File: src/rtl/handle_table_free_list_macros.svh
// Assertion macros for the handle table with free list.
`ifndef HANDLE_TABLE_FREE_LIST_MACROS_SVH
`define HANDLE_TABLE_FREE_LIST_MACROS_SVH

// Same-cycle implication, clocked on clk, off while arst_n is low.
`define HTFL_ASSERT(label, ante, cons, msg) \
	label: assert property (@(posedge clk) disable iff (!arst_n) (ante) |-> cons) \
		else $error(msg);

// Next-cycle implication, clocked on clk, off while arst_n is low.
`define HTFL_ASSERT_NEXT(label, ante, cons, msg) \
	label: assert property (@(posedge clk) disable iff (!arst_n) (ante) |=> cons) \
		else $error(msg);

`endif

File: src/rtl/htfl_pkg.sv
// Types, codes and constants shared by the handle table files.
package htfl_pkg;

	// Parameter defaults
	localparam int TABLE_DEPTH_DEF = 1024;
	localparam int GROW_CHUNK_DEF  = 64;
	localparam int TAG_WIDTH_DEF   = 32;

	// Fixed field widths
	localparam int CMD_W    = 2;
	localparam int HANDLE_W = 32;
	localparam int TAG_W    = 32;
	localparam int STATUS_W = 2;

	// Handle values that never name a slot
	localparam logic [HANDLE_W-1:0] HANDLE_NULL     = 32'h0000_0000;
	localparam logic [HANDLE_W-1:0] HANDLE_ALL_ONES = 32'hFFFF_FFFF;
	localparam logic [HANDLE_W-1:0] HANDLE_SPEC_A   = 32'hFFFF_FF01;
	localparam logic [HANDLE_W-1:0] HANDLE_SPEC_B   = 32'hFFFF_FF03;
	localparam logic [HANDLE_W-1:0] HANDLE_SPEC_C   = 32'hFFFF_FF05;

	typedef enum logic [CMD_W-1:0] {
		CMD_ALLOC  = 2'd0,
		CMD_LOOKUP = 2'd1,
		CMD_FREE   = 2'd2
	} cmd_t;

	typedef enum logic [STATUS_W-1:0] {
		ST_OK      = 2'd0,
		ST_INVALID = 2'd1,
		ST_NOMEM   = 2'd2
	} status_t;

	typedef enum logic {
		S_IDLE,
		S_EXEC
	} state_t;

	// Strobes from the controller to the slot store
	typedef struct packed {
		logic rd_en;
		logic tag_we;
		logic link_we;
	} mem_ctl_t;

	function automatic logic is_reserved_handle(input logic [HANDLE_W-1:0] h);
		return (h == HANDLE_NULL) || (h == HANDLE_ALL_ONES) || (h == HANDLE_SPEC_A) ||
			(h == HANDLE_SPEC_B) || (h == HANDLE_SPEC_C);
	endfunction

endpackage

File: src/rtl/htfl_ifs.sv
// Request and response channel interfaces of the handle table.
interface htfl_req_if;
	logic                          valid;
	logic                          ready;
	logic [htfl_pkg::CMD_W-1:0]    cmd;
	logic [htfl_pkg::HANDLE_W-1:0] handle_in;
	logic [htfl_pkg::TAG_W-1:0]    object_tag_in;

	modport source(output valid, cmd, handle_in, object_tag_in, input ready);
	modport sink(input valid, cmd, handle_in, object_tag_in, output ready);
endinterface

interface htfl_rsp_if;
	logic                          valid;
	logic                          ready;
	logic [htfl_pkg::STATUS_W-1:0] status;
	logic [htfl_pkg::HANDLE_W-1:0] handle_out;
	logic [htfl_pkg::TAG_W-1:0]    object_tag_out;

	modport source(output valid, status, handle_out, object_tag_out, input ready);
	modport sink(input valid, status, handle_out, object_tag_out, output ready);
endinterface

File: src/rtl/htfl_ctrl.sv
// Request sequencer and free-list bookkeeping around the slot memories.
module htfl_ctrl #(
	parameter int TABLE_DEPTH = htfl_pkg::TABLE_DEPTH_DEF,
	parameter int GROW_CHUNK  = htfl_pkg::GROW_CHUNK_DEF,
	parameter int IDX_W       = $clog2(htfl_pkg::TABLE_DEPTH_DEF),
	parameter int STORE_W     = htfl_pkg::TAG_WIDTH_DEF
) (
	input  logic               clk,
	input  logic               arst_n,
	htfl_req_if.sink           req,
	htfl_rsp_if.source         rsp,
	output htfl_pkg::mem_ctl_t mem_ctl,
	output logic [IDX_W-1:0]   tag_raddr,
	output logic [IDX_W-1:0]   link_raddr,
	output logic [IDX_W-1:0]   tag_waddr,
	output logic [STORE_W-1:0] tag_wdata,
	output logic               tag_wused,
	output logic [IDX_W-1:0]   link_waddr,
	output logic [IDX_W-1:0]   link_wdata,
	input  logic [STORE_W-1:0] tag_rdata,
	input  logic               used_rdata,
	input  logic [IDX_W-1:0]   link_rdata
);

	localparam int HW     = htfl_pkg::HANDLE_W;
	localparam int TPW    = htfl_pkg::TAG_W;
	localparam int SIZE_W = $clog2(TABLE_DEPTH + 1);
	localparam int GROW_W = $clog2(TABLE_DEPTH + GROW_CHUNK + 1);
	localparam int FIRST  = (GROW_CHUNK < TABLE_DEPTH) ? GROW_CHUNK : TABLE_DEPTH;

	// Control state
	htfl_pkg::state_t  state_q, state_d;
	logic [SIZE_W-1:0] fresh_q, fresh_d;    // first slot never handed out
	logic [SIZE_W-1:0] active_q, active_d;  // active table size
	logic [IDX_W-1:0]  head_q, head_d;      // head of the recycled chain
	logic [IDX_W-1:0]  tail_q, tail_d;      // tail of the recycled chain
	logic              list_valid_q, list_valid_d;
	logic              rsp_valid_q, rsp_valid_d;

	// Request held over the memory read
	htfl_pkg::cmd_t    cmd_s1;
	logic [STORE_W-1:0] tag_s1;
	logic [IDX_W-1:0]  idx_s1;
	logic              hit_s1;

	// Result register
	htfl_pkg::status_t status_q, status_d;
	logic [HW-1:0]     handle_q, handle_d;
	logic [TPW-1:0]    otag_q, otag_d;

	logic              accept;
	logic [HW-1:0]     dec_idx;
	logic              dec_hit;
	logic              fresh_avail;
	logic [GROW_W-1:0] grow_size;
	logic              can_grow;
	logic [IDX_W-1:0]  alloc_idx;
	logic              alloc_ok;
	logic              slot_hit;

	// Handshake: one request in flight, result register must be free by write-back
	assign req.ready = (state_q == htfl_pkg::S_IDLE) && (!rsp_valid_q || rsp.ready);
	assign accept    = req.valid && req.ready;

	// Handle decode: slot is (h >> 2) - 1, only slots handed out so far can hit
	assign dec_idx = {2'b00, req.handle_in[HW-1:2]} - HW'(1);
	assign dec_hit = !htfl_pkg::is_reserved_handle(req.handle_in) && (dec_idx < HW'(fresh_q));

	// Both memories are read on the accepting edge
	assign tag_raddr  = dec_idx[IDX_W-1:0];
	assign link_raddr = head_q;

	assign fresh_avail = fresh_q < active_q;
	assign grow_size   = GROW_W'(active_q) + GROW_W'(GROW_CHUNK);
	assign can_grow    = grow_size < GROW_W'(TABLE_DEPTH);
	assign slot_hit    = hit_s1 && used_rdata;

	// Next state, memory write-back and result
	always_comb begin
		state_d      = state_q;
		fresh_d      = fresh_q;
		active_d     = active_q;
		head_d       = head_q;
		tail_d       = tail_q;
		list_valid_d = list_valid_q;
		rsp_valid_d  = rsp_valid_q && !rsp.ready;
		status_d     = status_q;
		handle_d     = handle_q;
		otag_d       = otag_q;
		mem_ctl      = '{rd_en: accept, tag_we: 1'b0, link_we: 1'b0};
		tag_waddr    = idx_s1;
		tag_wdata    = tag_rdata;
		tag_wused    = 1'b0;
		link_waddr   = tail_q;
		link_wdata   = idx_s1;
		alloc_idx    = fresh_q[IDX_W-1:0];
		alloc_ok     = 1'b0;
		case (state_q)
			htfl_pkg::S_IDLE: begin
				if (accept)
					state_d = htfl_pkg::S_EXEC;
			end
			htfl_pkg::S_EXEC: begin
				state_d     = htfl_pkg::S_IDLE;
				rsp_valid_d = 1'b1;
				status_d    = htfl_pkg::ST_INVALID;
				handle_d    = '0;
				otag_d      = '0;
				case (cmd_s1)
					htfl_pkg::CMD_ALLOC: begin
						// Untouched slots first, then recycled ones, then a new chunk
						alloc_ok = 1'b1;
						if (fresh_avail) begin
							alloc_idx = fresh_q[IDX_W-1:0];
							fresh_d   = fresh_q + SIZE_W'(1);
						end else if (list_valid_q) begin
							alloc_idx = head_q;
							head_d    = link_rdata;
							if (head_q == tail_q)
								list_valid_d = 1'b0;
						end else if (can_grow) begin
							alloc_idx = active_q[IDX_W-1:0];
							active_d  = grow_size[SIZE_W-1:0];
							fresh_d   = active_q + SIZE_W'(1);
						end else begin
							alloc_ok = 1'b0;
							status_d = htfl_pkg::ST_NOMEM;
						end
						if (alloc_ok) begin
							mem_ctl.tag_we = 1'b1;
							tag_waddr      = alloc_idx;
							tag_wdata      = tag_s1;
							tag_wused      = 1'b1;
							status_d       = htfl_pkg::ST_OK;
							handle_d       = (HW'(alloc_idx) + HW'(1)) << 2;
						end
					end
					htfl_pkg::CMD_LOOKUP: begin
						if (slot_hit) begin
							status_d = htfl_pkg::ST_OK;
							otag_d   = TPW'(tag_rdata);
						end
					end
					htfl_pkg::CMD_FREE: begin
						// Clear the flag and append the slot behind the tail
						if (slot_hit) begin
							mem_ctl.tag_we = 1'b1;
							tag_wused      = 1'b0;
							if (list_valid_q)
								mem_ctl.link_we = 1'b1;
							else
								head_d = idx_s1;
							tail_d       = idx_s1;
							list_valid_d = 1'b1;
							status_d     = htfl_pkg::ST_OK;
						end
					end
					default: ;
				endcase
			end
			default: state_d = htfl_pkg::S_IDLE;
		endcase
	end

	// Control registers
	always_ff @(posedge clk or negedge arst_n) begin
		if (!arst_n) begin
			state_q      <= htfl_pkg::S_IDLE;
			fresh_q      <= '0;
			active_q     <= SIZE_W'(FIRST);
			head_q       <= '0;
			tail_q       <= '0;
			list_valid_q <= 1'b0;
			rsp_valid_q  <= 1'b0;
		end else begin
			state_q      <= state_d;
			fresh_q      <= fresh_d;
			active_q     <= active_d;
			head_q       <= head_d;
			tail_q       <= tail_d;
			list_valid_q <= list_valid_d;
			rsp_valid_q  <= rsp_valid_d;
		end
	end

	// Request capture and result payload
	always_ff @(posedge clk) begin
		if (accept) begin
			cmd_s1 <= htfl_pkg::cmd_t'(req.cmd);
			tag_s1 <= req.object_tag_in[STORE_W-1:0];
			idx_s1 <= dec_idx[IDX_W-1:0];
			hit_s1 <= dec_hit;
		end
		status_q <= status_d;
		handle_q <= handle_d;
		otag_q   <= otag_d;
	end

	assign rsp.valid          = rsp_valid_q;
	assign rsp.status         = status_q;
	assign rsp.handle_out     = handle_q;
	assign rsp.object_tag_out = otag_q;

endmodule

File: src/flat_wrapper.sv
// flat-port wrapper written by rule: the top's interface ports become plain ports
module htfl_ctrl_flat 
#(
	parameter int TABLE_DEPTH = htfl_pkg::TABLE_DEPTH_DEF,
	parameter int GROW_CHUNK  = htfl_pkg::GROW_CHUNK_DEF,
	parameter int IDX_W       = $clog2(htfl_pkg::TABLE_DEPTH_DEF),
	parameter int STORE_W     = htfl_pkg::TAG_WIDTH_DEF
)
  (clk, arst_n, mem_ctl, tag_raddr, link_raddr, tag_waddr, tag_wdata, tag_wused, link_waddr, link_wdata, tag_rdata, used_rdata, link_rdata, req_valid, req_cmd, req_handle_in, req_object_tag_in, req_ready, rsp_valid, rsp_status, rsp_handle_out, rsp_object_tag_out, rsp_ready);
  htfl_req_if req_i ();
  htfl_rsp_if rsp_i ();
  input  logic clk;
  input  logic arst_n;
  output htfl_pkg::mem_ctl_t mem_ctl;
  output logic [IDX_W-1:0] tag_raddr;
  output logic [IDX_W-1:0] link_raddr;
  output logic [IDX_W-1:0] tag_waddr;
  output logic [STORE_W-1:0] tag_wdata;
  output logic tag_wused;
  output logic [IDX_W-1:0] link_waddr;
  output logic [IDX_W-1:0] link_wdata;
  input  logic [STORE_W-1:0] tag_rdata;
  input  logic used_rdata;
  input  logic [IDX_W-1:0] link_rdata;
  input wire logic [$bits(req_i.valid)-1:0] req_valid;
  input wire logic [$bits(req_i.cmd)-1:0] req_cmd;
  input wire logic [$bits(req_i.handle_in)-1:0] req_handle_in;
  input wire logic [$bits(req_i.object_tag_in)-1:0] req_object_tag_in;
  output wire logic [$bits(req_i.ready)-1:0] req_ready;
  output wire logic [$bits(rsp_i.valid)-1:0] rsp_valid;
  output wire logic [$bits(rsp_i.status)-1:0] rsp_status;
  output wire logic [$bits(rsp_i.handle_out)-1:0] rsp_handle_out;
  output wire logic [$bits(rsp_i.object_tag_out)-1:0] rsp_object_tag_out;
  input wire logic [$bits(rsp_i.ready)-1:0] rsp_ready;
  assign req_i.valid = req_valid;
  assign req_i.cmd = req_cmd;
  assign req_i.handle_in = req_handle_in;
  assign req_i.object_tag_in = req_object_tag_in;
  assign req_ready = req_i.ready;
  assign rsp_valid = rsp_i.valid;
  assign rsp_status = rsp_i.status;
  assign rsp_handle_out = rsp_i.handle_out;
  assign rsp_object_tag_out = rsp_i.object_tag_out;
  assign rsp_i.ready = rsp_ready;
  htfl_ctrl #(.TABLE_DEPTH(TABLE_DEPTH), .GROW_CHUNK(GROW_CHUNK), .IDX_W(IDX_W), .STORE_W(STORE_W)) u_core (.clk(clk), .arst_n(arst_n), .req(req_i), .rsp(rsp_i), .mem_ctl(mem_ctl), .tag_raddr(tag_raddr), .link_raddr(link_raddr), .tag_waddr(tag_waddr), .tag_wdata(tag_wdata), .tag_wused(tag_wused), .link_waddr(link_waddr), .link_wdata(link_wdata), .tag_rdata(tag_rdata), .used_rdata(used_rdata), .link_rdata(link_rdata));
endmodule
File: config.mk
export PLATFORM = sky130hd
export DESIGN_NAME = htfl_ctrl_flat
export DESIGN_NICKNAME = d
export VERILOG_FILES = /design/src/rtl/handle_table_free_list_macros.svh /design/src/rtl/htfl_pkg.sv /design/src/rtl/htfl_ifs.sv /design/src/rtl/htfl_ctrl.sv /design/src/flat_wrapper.sv
export SDC_FILE = /design/constraint.sdc
export NUM_CORES = 1
export LEC_CHECK = 0
export BUFFER_PORTS_ARGS = -buffer_cell sky130_fd_sc_hd__buf_2
export CORE_MARGIN = 2
export CORE_UTILIZATION = 45
export DETAILED_ROUTE_END_ITERATION = 6
export PLACE_DENSITY = 0.79
export SYNTH_ARGS = -nofsm -noshare
export SYNTH_HDL_FRONTEND = slang
export SYNTH_SLANG_ARGS = --single-unit
File: constraint.sdc
create_clock -name clk -period 8 [get_ports clk]
set_input_delay 1.6 -clock clk [delete_from_list [all_inputs] [get_ports clk]]
set_output_delay 1.6 -clock clk [all_outputs]
set_load 0.03 [all_outputs]
## Word-level counts from Yosys, hierarchy flattened

Cells that the tools add are included.

| storage, ports and cells | value |
|---|---|
| input port bits | 113 |
| register bits | 156 |
| word-level logic and storage cells | 109 |

| operators by class | value |
|---|---|
| equal/unequal tests | 12 |
| reductions and logical operators | 25 |
| add/sub/neg operators | 5 |
| mux-type cells | 46 |
| $lt $le $gt $ge | 3 |
| bitwise operators | 3 |

Operators with widths:

| cell | count |
|---|---|
| 32-bit == test (second input constant) | 4 |
| 10-bit two-way mux | 12 |
| 32-bit two-way mux | 3 |
| 11-bit two-way mux | 3 |
| 32-bit zero test | 1 |
| 32-bit by 11-bit less-than comparator with 1-bit output | 1 |
| 30-bit by 1-bit subtractor with 31-bit output (second input constant) | 1 |
| 11-bit by 1-bit adder with 11-bit output (second input constant) | 2 |
| 10-bit case mux with 2 select lines | 1 |
| 1-bit two-way mux | 17 |
| 2-bit two-way mux | 6 |
| 10-bit by 1-bit adder with 11-bit output (second input constant) | 1 |
| 11-bit by 7-bit adder with 11-bit output (second input constant) | 1 |
| 11-bit less-than comparator | 1 |
| 11-bit less-than comparator (second input constant) | 1 |
| 10-bit == test | 1 |
| 4-bit AND reduction | 2 |
| 2-bit inequality test (second input constant) | 3 |
| 1-bit case mux with 2 select lines | 3 |
| 6-bit AND reduction | 1 |
| 1-bit logical AND | 5 |
| 1-bit logical OR | 5 |
| 5-bit AND reduction | 1 |
| 2-bit by 1-bit inequality test with 1-bit output (second input constant) | 2 |
| other kinds (10) | 16 |

## Logic depth before layout (Yosys ltp)

Gate-level depths: netlist of run 1.

| logic depth | value |
|---|---|
| depth in word-level cells | 10 |
| mapped depth | 16 |
| gate-level depth less buffers | 14 |

## Least setup slack after synthesis of run 1

Ideal clock, no wire load.

| path | value |
|---|---|
| path type | input port to output port |
| from | input rsp_ready |
| to | output mem_ctl[2] (netlist bit) |
| setup slack | 2.638 ns |
| cell stages on the path | 4 |
| data required time | 6.400 ns |
| data arrival time | 3.762 ns |
| path through | inv_1 > a21oi_1 > and2_1 > buf_4 |

| between the ends | value |
|---|---|
| cells in the longest elaborated chain, start to end | 3 |

Ends and longest elaborated chain:

| element | line | source |
|---|---|---|
| start, declared | flat_wrapper.sv:34 | `input wire logic [$bits(rsp_i.ready)-1:0] rsp_ready;` |
| 1-bit logical OR | htfl_ctrl.sv:62 | `assign req.ready = (state_q == htfl_pkg::S_IDLE) && (!rsp_valid_q \|\| rsp.ready);` |
| 1-bit logical AND | htfl_ctrl.sv:62 |  |
| net req_ready | flat_wrapper.sv:29 | `output wire logic [$bits(req_i.ready)-1:0] req_ready;` |
| 1-bit logical AND | htfl_ctrl.sv:63 | `assign accept = req.valid && req.ready;` |
| end, declared | flat_wrapper.sv:14 | `output htfl_pkg::mem_ctl_t mem_ctl;` |

The timed path passes the listed nets, and every way through them passes these cells.

## Worst setup path in the final report of run 1

| path | value |
|---|---|
| from | register u_core.active_q[8] |
| to | output tag_waddr[2] |

| between the ends | value |
|---|---|
| cells in the longest elaborated chain, start to end | 10 |

Ends and longest elaborated chain:

| element | line | source |
|---|---|---|
| start, declared | htfl_ctrl.sv:34 | `logic [SIZE_W-1:0] active_q, active_d;` |
| start signal, assigned | htfl_ctrl.sv:170 | `active_q <= SIZE_W'(FIRST);` |
| start signal, assigned | htfl_ctrl.sv:178 | `active_q <= active_d;` |
| 11-bit by 7-bit adder with 11-bit output | htfl_ctrl.sv:74 | `assign grow_size = GROW_W'(active_q) + GROW_W'(GROW_CHUNK);` |
| 11-bit less-than comparator | htfl_ctrl.sv:75 | `assign can_grow = grow_size < GROW_W'(TABLE_DEPTH);` |
| 10-bit two-way mux / 1-bit two-way mux (equally long branches) | htfl_ctrl.sv:121 | `end else if (can_grow) begin` |
| 10-bit two-way mux / 1-bit two-way mux (equally long branches) | htfl_ctrl.sv:116 | `end else if (list_valid_q) begin` |
| 10-bit two-way mux / 1-bit two-way mux (equally long branches) | htfl_ctrl.sv:113 | `if (fresh_avail) begin` |
| 10-bit two-way mux / 1-bit two-way mux (equally long branches) | htfl_ctrl.sv:109 | `case (cmd_s1)` |
| 10-bit two-way mux / 1-bit two-way mux (equally long branches) | htfl_ctrl.sv:98 | `case (state_q)` |
| 10-bit two-way mux * | htfl_ctrl.sv:129 | `if (alloc_ok) begin` |
| 10-bit two-way mux * | htfl_ctrl.sv:109 |  |
| 10-bit two-way mux * | htfl_ctrl.sv:98 |  |
| end, declared | flat_wrapper.sv:17 | `output logic [IDX_W-1:0] tag_waddr;` |

Every way passes the cells marked *; elsewhere a longest branch is shown, timed or not. The select of a mux whose other input is x is not followed.

==> metrics, run 1 <==
status completed; PwrDens 308.1 nW/um^2; Initial Util 46.31%; FF-to-FF Start u_core.cmd_s1[0]; largest cells by area after synthesis edfxtp_1, dfrtp_1, nand2_1, ha_1, and2_1; synthesized area per cell 10.43 sq um; worst setup margin 1.743 ns; GRT Util Overall 24.09%; critical path launch point type register; CORE AREA 14590 sq um; Final GP Congestion 0.9103; DR iter-0 viols 403; share of the yosys chip area belonging to registers 54.46%; TritonCTS clock tree yes; Clock transition at path regs 0.06 ns; Max VDD drop 0.1722 mV; Syn Inst Count 648; period utilization 78.21%; r2r endpoint u_core.link_raddr[1]; routed vias 5827; setup violators final 0; Yosys top cell area share 40.00%; CP endpoint kind primary output; clk_lat worst skew 0.42 ns; post-synthesis cell type count 61; commonest cells after routing, fill and taps aside buf_2, nand2_1, edfxtp_1, and2_1, dfrtp_1; Slew headroom 35.73%; Slew Viols, Final 0; total gr overflow 0; drt via density 5.356; WL/cell 17.94 microns; post-CTS sizing 0; Die X 126.5 microns; Worst Skew 0.007155 ns; CTS Buffer Depth 2; commonest non-fill, non-tap cell in the layout buf_2; first-pass GRT wire length 29710 microns; Synth Cell Area 6756 sq um; number of global-route vias before repair 5540; initial antenna violation count 3; synth warn 0; fmax 159.8 MHz; CTS Buf Count 17; post-CTS setup buffer count 0; FFs w/ async S/R, synth 30.23%; Post-synth EDFFs 90; critical-path maximum fanout 43; Clock Tree Root clkbuf_16; area leader, netlist edfxtp_1; CP required 6.40 ns; final hold viol count 0; final setup TNS 0 ns; Worst Hold Class register to register; DP Worst Slack 2.168 ns; RSZ-0062 raised after global routing false; Area Overhead vs Synth 28.76%; crit path DAT 4.66 ns; TritonCTS sink count 129; Row Count 44; hold buffer count at CTS 0; fill count 1199; Worst-Margin Slew 0.9641 ns; largest net degree at the start of global routing 51; fin nets 1023; # H-tree levels 4; IO buf count 243; Setup Crit Path Kind register to primary output; Worst R2R Path Depth 8; layout cell share with drive strength beyond 1 33.74%; total wire length 19520 microns; worst reg2reg setup slack 4.45 ns; Yosys reg bits 129; Die Span Y 126.5 microns; hpwl dp 14400 microns; leakage 3.980 nW; post-route ant nets 0; num ports 267; DRC Markers 0; Most used DFF post-synth edfxtp_1; min-delay src u_core.active_q[8]; Endpoint, Worst Hold u_core.active_q[8]; max cap viols 0; first drt pass iteration count 6; Final min period 6.257 ns; Die Area 16010 sq um; hold path depth 1
## sequential cells by signal, indices dropped and copies added, names as in the netlist, 2 cells and up
name	count
u_core.link_raddr	10
u_core.tag_s1	32
u_core.rsp.object_tag_out	32
u_core.rsp.handle_out	11
u_core.fresh_q	11
u_core.cmd_s1	2
u_core.active_q	5
u_core.link_waddr	10
u_core.rsp.status	2
u_core.link_wdata	10
## worst max-delay path by stage
stage                             startpoint            to  slack (ns)  cells past startpoint
after global routing      u_core.active_q[8]  tag_waddr[2]        1.36                     12
final                     u_core.active_q[8]  tag_waddr[2]        1.74                     11
after detailed placement  u_core.active_q[8]  tag_waddr[2]        2.17                     11
after global placement    u_core.active_q[8]  tag_waddr[2]        2.19                     11
after CTS                 u_core.active_q[8]  tag_waddr[2]        1.70                     11
after floorplan                    rsp_ready    mem_ctl[2]        2.64                      4
## critical path: stages (launching register included)
cell and delay, ns:
dfrtp_1 0.41, inv_1 0.10, ha_1 0.33, nand2_1 0.07, o21ai_2 0.26, a21o_1 0.46, nand2_1 0.27, nand3_2 0.67
clkinv_1 0.69, buf_4 0.45, a31oi_1 0.26, buf_2 0.25
## per-layer routing
layer / global-route usage (%) / routed length (microns) / vias up
li1: - / - / 2730
met1: 30.63 / 7765 / 2744
met2: 39.98 / 9571 / 316
met3: 5.820 / 1627 / 37
met4: 9.179 / 553 / 0
met5: 0 / 0 / -
## stage by stage
stage	total power [mW]	hold WS (ns)	util, %	instances	area [sq um]
after floorplan	1.563	0.4803	-	668	6832
after global placement	1.809	0.5030	55.20	1053	8053
after detailed placement	1.834	0.5073	55.20	1053	8053
after CTS	2.682	0.5260	59.58	1085	8692
after global routing	2.800	0.5629	59.61	1087	8697
final	2.680	0.5365	59.63	1088	8700
## cell usage after synthesis, drive strengths merged (14+ instances only)
cell,n
buf,25
dfrtp,38
nand3,16
edfxtp,90
clkbuf,20
xor2,14
and2,40
a21oi,31
o21ai,20
ha,22
nor2,35
inv,24
nand2,133
## report_power, final
| part | internal (mW) | switching [mW] |
|---|---|---|
| logic | 0.290 | 0.596 |
| registers | 0.831 | 0.120 |
| clock network | 0.554 | 0.289 |
## area by class of cell
class / count / area [sq um] / area share, %
multi-input combinational: 469 / 2809 / 32.29
tap: 184 / 230.2 / 2.646
antenna: 3 / 7.507 / 0.08629
sequential: 129 / 3681 / 42.31
clock inverter: 13 / 206.4 / 2.373
timing repair buffer: 246 / 1239 / 14.24
inverter: 25 / 93.84 / 1.079
clock buffer: 19 / 432.9 / 4.976
## kinds of logic after synthesis
group                    after synthesis  share of synthesized area, %
multiplexers                          22                         3.445
buffers and inverters                 70                         5.166
AO/OA/AOI/OAI                        103                         10.26
adder cells (fa/ha/maj)               22                         4.074
other                                  1                       0.05550
flip-flops                           129                         54.46
AND/OR/NAND/NOR                      275                         19.17
XOR/XNOR                              26                         3.370
No activity file was read; power rests on OpenSTA's default activity.
==> inputs of run 2 (changes only) <==
Clock period 8 ns to 6.15 ns, I/O delays scaled along.
==> run 2 against run 1 <==
Against the previous run:
- worst setup slack worse by 0.67 ns
- largest cell class unchanged
- sequential share of layout area up 0.35 points
- count of clock-buffer cells in the layout down 2
- utilization down 0.49 points
- final cell count down 0.18%
- largest power group unchanged
- critical endpoint unchanged
- via count up 0.79%
- die area unchanged
- design area down 0.82%
- global-route usage up 0.21 points
- first-iteration DRC count up 7.9%
- combinational power up 30%
==> metrics, run 2 (synthesis results as in run 1) <==
drt via density 5.408 (+0.98%); initial antenna violation count 1 (-2); Top delay family on crit path buffers and inverters; largest net degree at the start of global routing 50 (-2.0%); CORE AREA 14590 sq um (unchanged); final hold viol count 0 (unchanged); TritonCTS sink count 129 (unchanged); Die X 126.5 microns (unchanged); Final min period 5.079 ns; Power Total 3.346 mW (+25%); CP required 4.92 ns (-1.48 ns); PwrDens 387.8 nW/um^2 (+26%); hold buffer count at CTS 0 (unchanged); first drt pass iteration count 6 (unchanged); Most Frequent Cell on Critical Path nand2_1; final setup TNS 0 ns (unchanged); hpwl dp 14550 microns (+1.0%); TritonCTS clock tree yes; number of global-route vias before repair 5488 (-0.94%); Worst Hold Class register to register; commonest non-fill, non-tap cell in the layout buf_2; Worst R2R Path Depth 11 (+3); routed vias 5873 (+0.79%); CP endpoint kind primary output; status completed; CTS Buffer Depth 2 (unchanged); Clock Tree Root clkbuf_16; crit-path cells inv_1 -> ha_1 -> nand2_1 -> o21ai_2 -> a21o_1 -> nand2_1 -> nand3_2 -> clkinv_1 -> buf_4 -> a31oi_1 -> buf_2; Slew Viols, Final 0 (unchanged); critical path launch point type register; max cap viols 0 (unchanged); post-CTS sizing 0 (unchanged); slowest stage delay, CP 0.46 ns (-0.23 ns); WP depth 11 (unchanged); hold path depth 1 (unchanged); total wire length 19620 microns (+0.52%); slowest CP cell a21o_1; Buf+Inv Stages, Crit Path 4 (unchanged); Worst-Margin Slew 0.9035 ns (-0.06058 ns); Initial Util 46.31% (unchanged); fmax 196.9 MHz; total gr overflow 0 (unchanged); Die Span Y 126.5 microns (unchanged); post-route core utilization 59.14% (-0.49 points); critical-path maximum fanout 29 (-33%); setup violators final 0 (unchanged); post-CTS setup buffer count 0 (unchanged); commonest cells after routing, fill and taps aside buf_2, nand2_1, edfxtp_1, and2_1, dfrtp_1; DRC Markers 0 (unchanged); leakage 3.947 nW (-0.84%); fill count 1236 (+3.1%); fin nets 1024 (+0.098%); CTS Buf Count 17 (unchanged); Row Count 44 (unchanged); DR iter-0 viols 435 (+7.9%); Max VDD drop 0.2608 mV (+51%); clk_lat worst skew 0.42 ns (about the same); Worst Skew 0.006579 ns (-0.0005760 ns); Die Area 16010 sq um (unchanged); # H-tree levels 4 (unchanged); WL/cell 18.06 microns (+0.70%); Clock transition at path regs 0.05 ns (about the same); Slew headroom 39.77% (+4.0 points); IO buf count 243 (unchanged); Setup Crit Path Kind register to primary output; Final GP Congestion 0.9458 (+3.9%); post-route ant nets 0 (unchanged); first-pass GRT wire length 29750 microns (+0.14%); RSZ-0062 raised after global routing false; period utilization 82.58%; GRT Util Overall 24.30% (+0.21 points); num ports 267 (unchanged); Area Overhead vs Synth 27.70%; layout cell share with drive strength beyond 1 33.74% (unchanged); crit path DAT 3.85 ns (-0.81 ns)
## run 2: changes by cell type in the layout (fill, tap and decap cells not counted), sizes merged
cell	delta
buf	+1
bufinv	-3
clkbuf	-2
clkinv	+4
clkinvlp	+1
diode	-2
inv	-1
## run 2: path summary, 6_finish.rpt
check,startpoint,slack [ns],to
worst max-delay path,u_core.active_q[8],1.07,tag_waddr[2]
worst min-delay path,u_core.active_q[8],0.54,u_core.active_q[8]
worst max register to register,u_core.active_q[8],2.53,u_core.rsp.handle_out[10]
worst min register to register,u_core.active_q[8],0.54,u_core.active_q[8]
max in group asynchronous,arst_n,4.58,u_core.state_q
min in group asynchronous,arst_n,0.94,u_core.fresh_q[10]
## run 2: power breakdown
| group | switching, mW | total (mW) | internal [mW] | leakage [nW] |
|---|---|---|---|---|
| Sequential | 0.152 | 1.23 | 1.08 | 1.35 |
| Clock | 0.376 | 0.967 | 0.591 | 0.272 |
| Combinational | 0.770 | 1.15 | 0.376 | 2.33 |
## run 2: final cells by class
cell class / instances / area [sq um] / area share (%)
Antenna cell: 1 / 2.502 / 0.02900
Clock buffer: 17 / 425.4 / 4.930
Clock inverter: 14 / 140.1 / 1.624
Inverter: 25 / 93.84 / 1.088
Multi-Input combinational cell: 469 / 2809 / 32.56
Sequential cell: 129 / 3681 / 42.66
Tap cell: 184 / 230.2 / 2.668
Timing Repair Buffer: 247 / 1246 / 14.44
## run 2: metal layers
| layer | global-route usage (%) | wire [microns] | vias to the layer above |
|---|---|---|---|
| li1 | - | - | 2739 |
| met5 | 0 | 0 | - |
| met4 | 12.22 | 810 | 0 |
| met1 | 30.16 | 7857 | 2775 |
| met2 | 40.39 | 9427 | 303 |
| met3 | 5.019 | 1522 | 56 |
## run 2: stage by stage
step / instances / hold WS, ns / setup WS [ns] / instance area (sq um)
final: 1086 / 0.5436 / 1.071 / 8628
after global routing: 1086 / 0.5562 / 0.8355 / 8628
after CTS: 1085 / 0.5297 / 1.110 / 8626
after detailed placement: 1054 / 0.5092 / 1.591 / 8060
after global placement: 1054 / 0.5009 / 1.575 / 8060
after floorplan: 668 / 0.4803 / 1.528 / 6832
==> inputs of run 3 (changes only) <==
Clock period 6.15 ns to 5.1 ns, I/O delays scaled along.
==> run 3 against run 2 <==
Against the previous run:
- final cell count is essentially flat
- die area stayed put
- design area about the same
- utilization about the same
- global-route usage down 0.78 points
- clock skew up 0.0018 ns
- via count shrank 1.3%
- clock power increased by 20%
- critical endpoint is now tag_wdata[24]
==> metrics, run 3 (synthesis results as in run 1) <==
post-CTS setup buffer count 0 (unchanged); Worst Hold Class register to register; TritonCTS sink count 129 (unchanged); FF-to-FF Start u_core.cmd_s1[0]; Worst Skew 0.008354 ns (+0.001776 ns); critical-path maximum fanout 33 (+14%); IO buf count 243 (unchanged); period utilization 88.74%; final setup TNS 0 ns (unchanged); PwrDens 465.1 nW/um^2 (+20%); GRT Util Overall 23.52% (-0.78 points); hpwl dp 14150 microns (-2.7%); commonest cells after routing, fill and taps aside buf_2, nand2_1, edfxtp_1, and2_1, dfrtp_1; r2r endpoint u_core.link_raddr[5]; Slew Viols, Final 0 (unchanged); Final min period 4.526 ns; Die X 126.5 microns (unchanged); worst hold margin 0.5314 ns (-0.01223 ns); initial antenna violation count 1 (unchanged); routed wl met2 8985 microns (-4.7%); Max VDD drop 0.2795 mV (+7.2%); total wire length 18910 microns (-3.6%); wire length on met1 7632 microns (-2.9%); Clock transition at path regs 0.06 ns (about the same); crit path DAT 3.51 ns (-0.34 ns); Slew headroom 39.72% (-0.046 points); total gr overflow 0 (unchanged); post-route ant nets 0 (unchanged); post-CTS sizing 0 (unchanged); worst reg2reg setup slack 1.58 ns (-0.95 ns); top layer in use met4; final hold viol count 0 (unchanged); Die Area 16010 sq um (unchanged); Worst-Margin Slew 0.9042 ns (+0.0006925 ns); leakage 3.942 nW (-0.12%); largest net degree at the start of global routing 46 (-8.0%); first-pass GRT wire length 29000 microns (-2.5%); status completed; layout cell share with drive strength beyond 1 33.59% (-0.15 points); CORE AREA 14590 sq um (unchanged); RSZ-0062 raised after global routing false; Final GP Congestion 0.9444 (-0.15%); num ports 267 (unchanged); Die Span Y 126.5 microns (unchanged); Row Count 44 (unchanged); DRC Markers 0 (unchanged); CTS Buf Count 17 (unchanged); CTS Buffer Depth 2 (unchanged); Power Total 4.013 mW (+20%); number of global-route vias before repair 5343 (-2.6%); setup violators final 0 (unchanged); # H-tree levels 4 (unchanged); Initial Util 46.31% (unchanged); Setup Crit Path Kind register to primary output; routed vias 5798 (-1.3%); max cap viols 0 (unchanged); commonest non-fill, non-tap cell in the layout buf_2; fin nets 1024 (unchanged); first drt pass iteration count 5 (-1); Area Overhead vs Synth 27.72% (about the same); CP required 4.08 ns (-0.84 ns); drt via density 5.334 (-1.4%); Clock Tree Root clkbuf_16; critical path launch point type register; WL/cell 17.40 microns (-3.7%); fmax 221.0 MHz; hold buffer count at CTS 0 (unchanged); DR iter-0 viols 429 (-1.4%); CP endpoint kind primary output; clk_lat worst skew 0.42 ns (about the same); TritonCTS clock tree yes; crit path to tag_wdata[24]; routed length on met3 1642 microns (+7.9%); Worst R2R Path Depth 8 (-3); Critical path origin u_core.active_q[8]
## run 3: per-stage QoR
step	instances	utilization, %	cell area (sq um)	setup slack (ns)
2_1_floorplan	668	-	6832	0.7934
3_5_place_dp	1054	55.25	8060	1.059
6_report	1087	59.15	8630	0.5744
3_3_place_gp	1054	55.25	8060	1.103
4_1_cts	1086	59.13	8627	0.5934
5_1_grt	1087	59.15	8630	0.3478
## run 3: power by group
group	switching (mW)	internal [mW]	leakage, nW	total, mW
Sequential	0.190	1.30	1.35	1.49
Combinational	0.911	0.453	2.33	1.36
Clock	0.444	0.712	0.267	1.16
Total	1.55	2.47	3.94	4.01
## run 3: worst max-delay path, stage by stage, from the launching register on
cell and delay, ns:
dfrtp_1 0.41, inv_1 0.10, ha_1 0.32, nand2_1 0.07
o21ai_2 0.26, a21o_1 0.46, nand2_1 0.27, nand3_2 0.15
clkinv_1 0.27, buf_4 0.37, nand2_1 0.12, nand2_1 0.08
buf_2 0.18
## run 3: final cells by class
cell class | instances | area (sq um)
Fill cell | 1238 | 5959
Tap cell | 184 | 230.2
Antenna cell | 1 | 2.502
Multi-Input combinational cell | 469 | 2809
Clock inverter | 15 | 141.4
Sequential cell | 129 | 3681
Timing Repair Buffer | 247 | 1246
Inverter | 25 | 93.84
Clock buffer | 17 | 425.4
## run 3: worst min path at each step
| stage | startpoint | to | cells after the start |
|---|---|---|---|
| after floorplan | u_core.active_q[8] | u_core.active_q[8] | 1 |
| after global placement | u_core.active_q[8] | u_core.active_q[8] | 1 |
| after detailed placement | u_core.active_q[8] | u_core.active_q[8] | 1 |
| after CTS | u_core.active_q[8] | u_core.active_q[8] | 1 |
| after global routing | u_core.active_q[8] | u_core.active_q[8] | 1 |
| final | u_core.active_q[8] | u_core.active_q[8] | 1 |
## run 3: routing by layer
metal | GRT usage [%] | vias to the layer above
met5 | 0 | -
met4 | 10.99 | 0
met3 | 5.820 | 42
met2 | 37.59 | 288
met1 | 30.22 | 2724
li1 | - | 2744
